File: config.mk
export PLATFORM = sky130hd
export DESIGN_NAME = length_prefixed_byte_compressor
export DESIGN_NICKNAME = d
export VERILOG_FILES = /design/src/rtl/lpbc_pkg.sv /design/src/rtl/length_prefixed_byte_compressor.sv /design/src/rtl/lpbc_front.sv /design/src/rtl/lpbc_queue.sv /design/src/rtl/lpbc_back.sv
export SDC_FILE = /design/constraint.sdc
export NUM_CORES = 1
export LEC_CHECK = 0
export ABC_CLOCK_PERIOD_IN_PS = 8500
export BUFFER_PORTS_ARGS = -buffer_cell sky130_fd_sc_hd__buf_2
export CAP_MARGIN = 20
export CELL_PAD_IN_SITES_DETAIL_PLACEMENT = 0
export CELL_PAD_IN_SITES_GLOBAL_PLACEMENT = 1
export CORE_MARGIN = 2
export CORE_UTILIZATION = 36
export CTS_BUF_LIST = sky130_fd_sc_hd__clkbuf_8
export DETAILED_ROUTE_END_ITERATION = 10
export PLACE_DENSITY = 0.74
export SETUP_SLACK_MARGIN = 0.3
export SLEW_MARGIN = 20
export SYNTH_ARGS = -nofsm -noshare
export SYNTH_HDL_FRONTEND = slang
export SYNTH_SLANG_ARGS = --single-unit
File: constraint.sdc
create_clock -name clk -period 8.5 [get_ports clk]
set_clock_uncertainty 0.1 [all_clocks]
set_input_delay 0 -clock clk [delete_from_list [all_inputs] [get_ports clk]]
set_output_delay 0 -clock clk [all_outputs]
set_load 0.01 [all_outputs]
File: src/rtl/lpbc_pkg.sv
// ----------------------------------------------------------------------------
// lpbc_pkg
// Shared types, codes and the byte-to-rank table of the compressor.
// ----------------------------------------------------------------------------
package lpbc_pkg;

    // item kinds
    localparam logic MODE_BEGIN = 1'b0;
    localparam logic MODE_DATA  = 1'b1;

    // header and code layout
    localparam int HDR_LAST_IDX = 3;
    localparam int LEN_FIELD_W  = 3;
    localparam int RES_W        = 7;
    localparam int RES_CNT_W    = 3;
    localparam int ACC_W        = 18;
    localparam int ALIGN_W      = 24;
    localparam int TOTAL_W      = 5;

    typedef logic [7:0] rom_t [256];

    // fixed permutation: rank -> byte
    localparam rom_t PERM_ROM = '{
        8'h00, 8'hFF, 8'h89, 8'h8B, 8'h04, 8'h83, 8'hE8, 8'h75,
        8'h66, 8'h08, 8'h05, 8'h74, 8'h0F, 8'h01, 8'h45, 8'h20,
        8'h10, 8'h55, 8'h0C, 8'hC7, 8'hC0, 8'hEB, 8'h85, 8'h65,
        8'hC1, 8'h5D, 8'h8D, 8'h53, 8'h68, 8'hEC, 8'h6A, 8'h31,
        8'hC3, 8'h02, 8'hF0, 8'hD8, 8'hB8, 8'h56, 8'h73, 8'h03,
        8'h4D, 8'h7D, 8'h64, 8'h72, 8'hC4, 8'h50, 8'h14, 8'hE5,
        8'h80, 8'hAB, 8'h18, 8'h57, 8'h6F, 8'hF8, 8'h0A, 8'h61,
        8'h5E, 8'h43, 8'h39, 8'hD2, 8'hE9, 8'hB0, 8'h58, 8'hE0,
        8'h40, 8'h5F, 8'h70, 8'h6E, 8'h09, 8'h25, 8'h5B, 8'hE4,
        8'h15, 8'h84, 8'h06, 8'h6C, 8'h69, 8'hAA, 8'hC8, 8'hB6,
        8'hD0, 8'hFE, 8'h16, 8'h1C, 8'h07, 8'h63, 8'hC6, 8'h90,
        8'h24, 8'h81, 8'h3D, 8'h30, 8'h42, 8'hD3, 8'h5A, 8'h77,
        8'h46, 8'h76, 8'hBB, 8'hDC, 8'hC9, 8'h51, 8'hF7, 8'hFA,
        8'h52, 8'h78, 8'h29, 8'hF4, 8'h11, 8'h59, 8'h7F, 8'hF6,
        8'h0D, 8'h44, 8'h8A, 8'hB7, 8'h47, 8'h3B, 8'h3C, 8'hDB,
        8'h3A, 8'h7E, 8'h6D, 8'h41, 8'h88, 8'h35, 8'hCA, 8'hC2,
        8'h19, 8'hD4, 8'hBE, 8'h0B, 8'h4B, 8'h79, 8'h8F, 8'h38,
        8'h1E, 8'h21, 8'hBA, 8'hF9, 8'h7C, 8'h28, 8'h48, 8'h62,
        8'h2C, 8'h1F, 8'hA8, 8'h12, 8'h0E, 8'hE2, 8'hFC, 8'hEA,
        8'h8E, 8'hD1, 8'h60, 8'h17, 8'hFB, 8'hBC, 8'h6B, 8'h7B,
        8'h2B, 8'h13, 8'h1D, 8'hEE, 8'hA1, 8'h4E, 8'hCC, 8'h34,
        8'h4F, 8'hAE, 8'hA0, 8'h2E, 8'h67, 8'hAF, 8'hE3, 8'hA3,
        8'h22, 8'hD9, 8'hE1, 8'h4A, 8'h54, 8'hF3, 8'h23, 8'h33,
        8'hF2, 8'hDA, 8'hAC, 8'hCD, 8'hCF, 8'hD6, 8'h2F, 8'h99,
        8'h4C, 8'hB4, 8'h1A, 8'h8C, 8'hF1, 8'hD7, 8'h1B, 8'h3E,
        8'hCB, 8'hBF, 8'hB3, 8'h95, 8'hFD, 8'hB9, 8'hE6, 8'h2D,
        8'hA4, 8'hDE, 8'hCE, 8'h82, 8'hE7, 8'h86, 8'h5C, 8'h49,
        8'h37, 8'hB5, 8'h3F, 8'h92, 8'h26, 8'h71, 8'h9D, 8'h27,
        8'h32, 8'h36, 8'hEF, 8'hDF, 8'hA9, 8'h94, 8'hD5, 8'hB1,
        8'hED, 8'h87, 8'h98, 8'h2A, 8'h91, 8'hDD, 8'hBD, 8'h9C,
        8'h9E, 8'h7A, 8'h9A, 8'hF5, 8'h93, 8'h9F, 8'hB2, 8'hA5,
        8'h96, 8'hAD, 8'h97, 8'hA7, 8'hA2, 8'hC5, 8'h9B, 8'hA6
    };

    // inverse permutation, built at elaboration: byte -> rank
    function automatic rom_t build_rank_rom();
        rom_t r;
        for (int i = 0; i < 256; i++)
        begin
            r[PERM_ROM[i]] = 8'(i);
        end
        return r;
    endfunction

    localparam rom_t RANK_ROM = build_rank_rom();

    // one queued job: up to four output bytes, first byte in slot 0
    typedef struct packed {
        logic [3:0][7:0] bytes;
        logic [1:0]      last_idx;
        logic            frame_done;
    } job_t;

endpackage

File: src/rtl/length_prefixed_byte_compressor.sv
// ----------------------------------------------------------------------------
// length_prefixed_byte_compressor
// Frame compressor: 4-byte length header, then a fixed variable-length code.
// ----------------------------------------------------------------------------
// An item is taken in every cycle in which the job queue has room; its code
// is worked out in the same cycle and queued as a job of up to four bytes.
// The output side sends one byte per cycle while the receiver does not stall:
// a begin item gives four output bytes, a data item zero to three, so the
// sustained rate is set by the single output byte port (uniformly random data
// bytes average about 1.25 output bytes per data item). An item's first byte
// passes the queue store, the back's job register and its output register
// before it is offered. There is no clearing pass after reset.
module length_prefixed_byte_compressor
#(
    parameter int QUEUE_DEPTH = 2
)
(
    input  logic        clk,
    input  logic        rst_n,
    input  logic        item_valid,
    output logic        item_stall,
    input  logic        mode,
    input  logic [15:0] frame_length,
    input  logic [7:0]  data_byte,
    input  logic        last_byte,
    output logic        byte_valid,
    input  logic        byte_stall,
    output logic [7:0]  out_byte,
    output logic        run_end,
    output logic        frame_done
);

    logic           take;
    logic           push;
    lpbc_pkg::job_t push_job;
    lpbc_pkg::job_t head_job;
    logic           pop;
    logic           full;
    logic           empty;

    assign item_stall = full;
    assign take       = item_valid && !full;

    // front: coding and residue
    lpbc_front u_front
    (
        .clk          (clk),
        .rst_n        (rst_n),
        .take         (take),
        .mode         (mode),
        .frame_length (frame_length),
        .data_byte    (data_byte),
        .last_byte    (last_byte),
        .push         (push),
        .job          (push_job)
    );

    // job queue
    lpbc_queue #(.DEPTH(QUEUE_DEPTH)) u_queue
    (
        .clk      (clk),
        .rst_n    (rst_n),
        .push     (push),
        .push_job (push_job),
        .pop      (pop),
        .head_job (head_job),
        .full     (full),
        .empty    (empty)
    );

    // back: byte output
    lpbc_back u_back
    (
        .clk        (clk),
        .rst_n      (rst_n),
        .empty      (empty),
        .head_job   (head_job),
        .pop        (pop),
        .byte_valid (byte_valid),
        .byte_stall (byte_stall),
        .out_byte   (out_byte),
        .run_end    (run_end),
        .frame_done (frame_done)
    );

endmodule

File: src/rtl/lpbc_front.sv
// ----------------------------------------------------------------------------
// lpbc_front
// Accepts items, codes data bytes onto the bit residue and forms byte jobs.
// ----------------------------------------------------------------------------
module lpbc_front
(
    input  logic                clk,
    input  logic                rst_n,
    input  logic                take,
    input  logic                mode,
    input  logic [15:0]         frame_length,
    input  logic [7:0]          data_byte,
    input  logic                last_byte,
    output logic                push,
    output lpbc_pkg::job_t      job
);

    logic [lpbc_pkg::RES_W-1:0]     residue_bits_reg;
    logic [lpbc_pkg::RES_W-1:0]     residue_bits_next;
    logic [lpbc_pkg::RES_CNT_W-1:0] residue_count_reg;
    logic [lpbc_pkg::RES_CNT_W-1:0] residue_count_next;

    logic [7:0]                     rank;
    logic [3:0]                     k;
    logic [lpbc_pkg::ACC_W-1:0]     acc;
    logic [lpbc_pkg::TOTAL_W-1:0]   total;
    logic [lpbc_pkg::ALIGN_W-1:0]   aligned;
    logic [2:0]                     rem;
    logic [1:0]                     n_full;
    logic                           pad;
    logic [1:0]                     n_bytes;
    logic [lpbc_pkg::RES_W-1:0]     rem_mask;

    // rank lookup and code length
    always_comb
    begin
        rank = lpbc_pkg::RANK_ROM[data_byte];
        if (rank[7])      k = 4'd8;
        else if (rank[6]) k = 4'd7;
        else if (rank[5]) k = 4'd6;
        else if (rank[4]) k = 4'd5;
        else if (rank[3]) k = 4'd4;
        else if (rank[2]) k = 4'd3;
        else if (rank[1]) k = 4'd2;
        else              k = 4'd1;
    end

    // append length field and rank to the residue, left-align the result
    always_comb
    begin
        acc = (lpbc_pkg::ACC_W'(residue_bits_reg) << (k + 4'd3))
            | (lpbc_pkg::ACC_W'(k - 4'd1) << k)
            | lpbc_pkg::ACC_W'(rank);
        total   = lpbc_pkg::TOTAL_W'(residue_count_reg) + lpbc_pkg::TOTAL_W'(k)
                + lpbc_pkg::TOTAL_W'(lpbc_pkg::LEN_FIELD_W);
        aligned = lpbc_pkg::ALIGN_W'(acc)
                << (lpbc_pkg::TOTAL_W'(lpbc_pkg::ALIGN_W) - total);
        n_full  = total[4:3];
        rem     = total[2:0];
        pad     = last_byte && (rem != 3'd0);
        n_bytes = n_full + {1'b0, pad};
        rem_mask = 7'h7F >> (3'd7 - rem);
    end

    // job and residue update per item kind
    always_comb
    begin
        job                = '0;
        push               = 1'b0;
        residue_bits_next  = residue_bits_reg;
        residue_count_next = residue_count_reg;
        if (take)
        begin
            if (mode == lpbc_pkg::MODE_BEGIN)
            begin
                push               = 1'b1;
                job.bytes[0]       = frame_length[7:0];
                job.bytes[1]       = frame_length[15:8];
                job.last_idx       = 2'(lpbc_pkg::HDR_LAST_IDX);
                job.frame_done     = (frame_length == 16'd0);
                residue_bits_next  = '0;
                residue_count_next = '0;
            end
            else
            begin
                push           = (n_bytes != 2'd0);
                job.bytes[0]   = aligned[23:16];
                job.bytes[1]   = aligned[15:8];
                job.bytes[2]   = aligned[7:0];
                job.last_idx   = n_bytes - 2'd1;
                job.frame_done = last_byte;
                if (last_byte)
                begin
                    residue_bits_next  = '0;
                    residue_count_next = '0;
                end
                else
                begin
                    residue_bits_next  = acc[lpbc_pkg::RES_W-1:0] & rem_mask;
                    residue_count_next = rem;
                end
            end
        end
    end

    // residue state
    always_ff @(posedge clk or negedge rst_n)
    begin
        if (!rst_n)
        begin
            residue_bits_reg  <= '0;
            residue_count_reg <= '0;
        end
        else
        begin
            residue_bits_reg  <= residue_bits_next;
            residue_count_reg <= residue_count_next;
        end
    end

endmodule

File: src/rtl/lpbc_queue.sv
// ----------------------------------------------------------------------------
// lpbc_queue
// Short job queue between the front and the back.
// ----------------------------------------------------------------------------
module lpbc_queue
#(
    parameter int DEPTH = 2
)
(
    input  logic           clk,
    input  logic           rst_n,
    input  logic           push,
    input  lpbc_pkg::job_t push_job,
    input  logic           pop,
    output lpbc_pkg::job_t head_job,
    output logic           full,
    output logic           empty
);

    localparam int PTR_W = (DEPTH > 1) ? $clog2(DEPTH) : 1;
    localparam int CNT_W = $clog2(DEPTH + 1);

    lpbc_pkg::job_t   store_reg [DEPTH];
    logic [PTR_W-1:0] wr_ptr_reg;
    logic [PTR_W-1:0] wr_ptr_next;
    logic [PTR_W-1:0] rd_ptr_reg;
    logic [PTR_W-1:0] rd_ptr_next;
    logic [CNT_W-1:0] count_reg;
    logic [CNT_W-1:0] count_next;

    assign full     = (count_reg == CNT_W'(DEPTH));
    assign empty    = (count_reg == '0);
    assign head_job = store_reg[rd_ptr_reg];

    // pointer and fill count
    always_comb
    begin
        wr_ptr_next = wr_ptr_reg;
        rd_ptr_next = rd_ptr_reg;
        count_next  = count_reg;
        if (push)
        begin
            wr_ptr_next = (wr_ptr_reg == PTR_W'(DEPTH - 1)) ? '0 : wr_ptr_reg + 1'b1;
        end
        if (pop)
        begin
            rd_ptr_next = (rd_ptr_reg == PTR_W'(DEPTH - 1)) ? '0 : rd_ptr_reg + 1'b1;
        end
        if (push && !pop)
        begin
            count_next = count_reg + 1'b1;
        end
        else if (pop && !push)
        begin
            count_next = count_reg - 1'b1;
        end
    end

    always_ff @(posedge clk or negedge rst_n)
    begin
        if (!rst_n)
        begin
            wr_ptr_reg <= '0;
            rd_ptr_reg <= '0;
            count_reg  <= '0;
        end
        else
        begin
            wr_ptr_reg <= wr_ptr_next;
            rd_ptr_reg <= rd_ptr_next;
            count_reg  <= count_next;
        end
    end

    // job storage
    always_ff @(posedge clk)
    begin
        if (push)
        begin
            store_reg[wr_ptr_reg] <= push_job;
        end
    end

endmodule

File: src/rtl/lpbc_back.sv
// ----------------------------------------------------------------------------
// lpbc_back
// Takes jobs from the queue and sends their bytes out, one per cycle unless stalled.
// ----------------------------------------------------------------------------
module lpbc_back
(
    input  logic           clk,
    input  logic           rst_n,
    input  logic           empty,
    input  lpbc_pkg::job_t head_job,
    output logic           pop,
    output logic           byte_valid,
    input  logic           byte_stall,
    output logic [7:0]     out_byte,
    output logic           run_end,
    output logic           frame_done
);

    logic           job_valid_reg;
    logic           job_valid_next;
    lpbc_pkg::job_t job_reg;
    logic [1:0]     idx_reg;
    logic [1:0]     idx_next;
    logic           out_valid_reg;
    logic           out_valid_next;
    logic [7:0]     out_byte_reg;
    logic           run_end_reg;
    logic           frame_done_reg;

    logic           advance;
    logic           at_last;
    logic           job_finish;

    assign advance    = !out_valid_reg || !byte_stall;
    assign at_last    = (idx_reg == job_reg.last_idx);
    assign job_finish = job_valid_reg && advance && at_last;
    assign pop        = (!job_valid_reg || job_finish) && !empty;

    // current job and byte index
    always_comb
    begin
        job_valid_next = job_valid_reg;
        idx_next       = idx_reg;
        out_valid_next = out_valid_reg;
        if (job_valid_reg && advance)
        begin
            idx_next = idx_reg + 2'd1;
        end
        if (job_finish)
        begin
            job_valid_next = 1'b0;
            idx_next       = 2'd0;
        end
        if (pop)
        begin
            job_valid_next = 1'b1;
            idx_next       = 2'd0;
        end
        if (advance)
        begin
            out_valid_next = job_valid_reg;
        end
    end

    always_ff @(posedge clk or negedge rst_n)
    begin
        if (!rst_n)
        begin
            job_valid_reg <= 1'b0;
            idx_reg       <= 2'd0;
            out_valid_reg <= 1'b0;
        end
        else
        begin
            job_valid_reg <= job_valid_next;
            idx_reg       <= idx_next;
            out_valid_reg <= out_valid_next;
        end
    end

    // job payload and output register
    always_ff @(posedge clk)
    begin
        if (pop)
        begin
            job_reg <= head_job;
        end
        if (advance && job_valid_reg)
        begin
            out_byte_reg   <= job_reg.bytes[idx_reg];
            run_end_reg    <= at_last;
            frame_done_reg <= at_last && job_reg.frame_done;
        end
    end

    assign byte_valid = out_valid_reg;
    assign out_byte   = out_byte_reg;
    assign run_end    = run_end_reg;
    assign frame_done = frame_done_reg;

endmodule

==> metrics.txt <==
post-synthesis cell count 1,224; logic depth of the worst register-to-register path 13; EDFF count, synth 91; setup repair after global routing missed its margin no; TritonCTS Buffers 9; area of the multi-input gates 6880 µm²; Total Neg Setup Slack 0 ns; Max Fanout on Critical Path 20; antenna fix cells 0; max_slew headroom 38.8%; FF+latch area 3180 µm²; Post-route DRC 0; power density relative to cell area 325 nW/µm²; share of flip-flops with an asynchronous set or reset after synthesis 16.5%; cell at the root of the clock tree sky130_fd_sc_hd__clkbuf_8; TritonCTS clock tree built; vias in the first global route 9,715; worst path buffer plus inverter count 4; startpoint type of the worst setup path input pin; flip-flop count of the largest register after layout 54; floorplan die width 177 µm; cell with the largest stage delay on the worst path sky130_fd_sc_hd__ha_1; share of power burned in registers 25.2%; number of antenna violations at the first check in global routing 0; Slowest Stage Delay on Critical Path 0.73 ns; worst-skew pair later-pin latency 0.38 ns; global-route wire length before repair 57,400 µm; CTS H-Tree Depth 3; leading cell types by total area after synthesis sky130_fd_sc_hd__edfxtp_1 25%, sky130_fd_sc_hd__ha_1 5.4%, sky130_fd_sc_hd__dfrtp_1 4.2%, sky130_fd_sc_hd__mux2_2 4.1%, sky130_fd_sc_hd__nand2_1 3.5%; Post-DRT Antenna Nets 0; library cell occupying the most area in the post-synthesis netlist sky130_fd_sc_hd__edfxtp_1; total number of vias 10,500; worst min-delay path class input pin to flip-flop; CP Data Required Time 8.49 ns; effective utilization at floorplan 36.4%; maximum buffer depth of the clock tree 2; mean routed wirelength per cell 23.2 µm; die area 31,200 µm²; number of distinct library cells after synthesis 97; cell family contributing the most delay on the critical path compound AO/OA/AOI/OAI gates; most common cell after layout, fill and taps aside sky130_fd_sc_hd__nand2_1; Critical Path End Type flip-flop; series of cell instances along the critical path buf_2, inv_1, ha_1, ha_1, mux2_1, o221ai_1, o21ai_1, a2111oi_0, a31o_2, o21ai_4, a21oi_4, inv_4, ha_1, ha_1, inv_1, nand2_1, nor3_1, a221oi_1, a21oi_1, a22oi_1, nor3b_1, o31ai_1, a31oi_1; critical path class input pin to flip-flop; part of the Yosys area used for sequential elements 29.6%; slew at the pin with the worst max-slew slack 0.906 ns; net count after synthesis 1,301; leading register cell type out of synthesis sky130_fd_sc_hd__edfxtp_1; routed via count divided by cell count 6.52; status complete, no violations; # fillers 3,007; area overhead of the layout relative to synthesis 6.51%; capture endpoint of the worst hold path u_queue.store_reg[1][5]; final setup fails 0; Post-CTS Repair Setup Buffers 0; Synth top area share 25.4%; Post-Synthesis Mean Instance Area 8.78 µm²; Clock transition at path regs 0.09 ns; Worst Hold Launch frame_length[2]; maximum operating frequency 139 MHz; most frequent cells in the layout 101 x sky130_fd_sc_hd__nand2_1, 91 x sky130_fd_sc_hd__edfxtp_1, 79 x sky130_fd_sc_hd__nor2_1, 70 x sky130_fd_sc_hd__o21ai_0, 60 x sky130_fd_sc_hd__a21oi_1; Leak Pwr 4.10 nW; core outline area 29,500 µm²; number of buffer cells added on primary ports 41; largest net degree at the start of global routing 90; count of cells along the worst hold path 3; reported max-cap violation count 0; combinational cell fraction of total power 66.6%; reg2reg start u_front.residue_count_reg[0]; number of warnings reported in the yosys synthesis log 0; wire length after detailed routing 37,300 µm; number of ports placed on the die boundary 42; violation count after the first detailed-routing iteration 1,344; final hold violation count 0; data arrival time of the critical path 7.19 ns; Tmin final 7.20 ns; clock network power share 8.1%; die height 177 µm; IR Drop Worst-Case VDD 0.000302 V; gp weighted congestion 0.995; final core area utilization 38.8%; number of nets at the end of the flow 1,286; layout cell share with drive strength beyond 1 14.2%; r2r endpoint u_queue.store_reg[1][4]; switching share of power 49.8%; register bit count reported by yosys 109; GRT Resource Usage Total 23.3%; final critical-path share of the clock period 84.7%; reported net switching power 1.85 mW; internal power 1.87 mW; number of standard-cell rows in the floorplan 63; router iterations before antenna repair 6; worst setup slack for register-to-register paths 4.50 ns; Syn Std Cell Area 10,700 µm²; cell mode on critical path sky130_fd_sc_hd__ha_1; fin. max-slew vios 0; total congestion overflow 0; hold-fix buffer count after cts 14; detailed placement HPWL 26,300 µm; cts repair resizes 0; clk sink count 109
[Yosys cell counts (25+ instances only)]
cell type	n
sky130_fd_sc_hd__mux2_2	39
sky130_fd_sc_hd__clkbuf_1	49
sky130_fd_sc_hd__a21oi_1	60
sky130_fd_sc_hd__buf_2	33
sky130_fd_sc_hd__nand3_1	25
sky130_fd_sc_hd__nor2b_1	25
sky130_fd_sc_hd__nand2_1	101
sky130_fd_sc_hd__o211ai_1	26
sky130_fd_sc_hd__inv_1	34
sky130_fd_sc_hd__ha_1	46
sky130_fd_sc_hd__o21ai_0	70
sky130_fd_sc_hd__nand2b_1	32
sky130_fd_sc_hd__a211oi_1	31
sky130_fd_sc_hd__mux2i_1	31
sky130_fd_sc_hd__a31oi_1	26
sky130_fd_sc_hd__nor2_1	79
sky130_fd_sc_hd__edfxtp_1	91
sky130_fd_sc_hd__nor3_1	39
[metrics by stage]
stage | total power, mW | worst slack (ns) | std cells | hold WS, ns | instance area [µm²]
final | 3.72 | 1.30 | 1604 | 0.0287 | 11400
after floorplan | 2.70 | 1.76 | 1224 | -0.396 | 10700
after global placement | 3.37 | 1.12 | 1574 | -0.120 | 11100
after detailed placement | 3.37 | 1.22 | 1574 | -0.115 | 11100
after CTS | 3.69 | 1.61 | 1604 | 0.00603 | 11400
after global routing | 3.97 | 0.901 | 1604 | 0.0419 | 11400
[power by group through the flow]
stage                     clock network (mW)  logic, mW  registers, mW
after floorplan                            0       1.77          0.931
after global placement                     0       2.42          0.945
after detailed placement                   0       2.42          0.951
after CTS                              0.314       2.43          0.939
after global routing                   0.329       2.68          0.959
final                                  0.303       2.48          0.939
[worst reg2reg max path, cell delays in order, from the launching register on]
cell	delay [ns]
sky130_fd_sc_hd__dfrtp_1	0.37
sky130_fd_sc_hd__inv_1	0.10
sky130_fd_sc_hd__ha_1	0.16
sky130_fd_sc_hd__inv_1	0.05
sky130_fd_sc_hd__ha_1	0.22
sky130_fd_sc_hd__fa_1	0.58
sky130_fd_sc_hd__nor3_1	0.38
sky130_fd_sc_hd__xnor2_1	0.30
sky130_fd_sc_hd__buf_4	0.28
sky130_fd_sc_hd__nor2_1	0.27
sky130_fd_sc_hd__inv_1	0.11
sky130_fd_sc_hd__a2111oi_0	0.42
sky130_fd_sc_hd__nor3_1	0.18
sky130_fd_sc_hd__a21oi_1	0.30
[how the worst max path moves through the flow]
| stage | slack [ns] | end | from | depth (start not counted) |
|---|---|---|---|---|
| finish | 1.30 | u_queue.store_reg[0][5] | data_byte[1] | 23 |
| global route | 0.90 | u_queue.store_reg[0][10] | data_byte[1] | 24 |
| CTS | 1.61 | u_queue.store_reg[0][5] | data_byte[1] | 23 |
| detailed placement | 1.22 | u_queue.store_reg[0][5] | data_byte[1] | 23 |
| global placement | 1.12 | u_queue.store_reg[0][5] | data_byte[1] | 23 |
| floorplan | 1.76 | u_queue.store_reg[0][0] | data_byte[1] | 26 |
[routing by layer]
metal	vias to the layer above	wire, µm	track usage, %
li1	4704	-	-
met1	4981	15800	32.2
met2	680	16400	36.2
met3	99	3780	4.49
met4	0	1250	8.68
met5	-	0	0
[cells by family (layout without fill, tap and decap cells)]
kind of cell             Yosys count  in the layout  share of synthesized area (%)
adder cells (fa/ha/maj)           47             47                           5.54
buffers and inverters            148            138                           6.39
flip-flops                       109            109                           29.6
XOR/XNOR                          12             12                          0.978
AND/OR/NAND/NOR                  406            406                           19.5
AO/OA/AOI/OAI                    420            420                           28.7
multiplexers                      82             82                           9.28
[cell type report]
cell class	count	share of cell area, %
Multi-Input combinational cell	967	60.1
Sequential cell	109	27.8
Timing Repair Buffer	81	4.77
Tap cell	390	4.26
Inverter	41	1.37
Clock buffer	10	1.20
Clock inverter	6	0.448
Power figures use the tool's default switching activity.
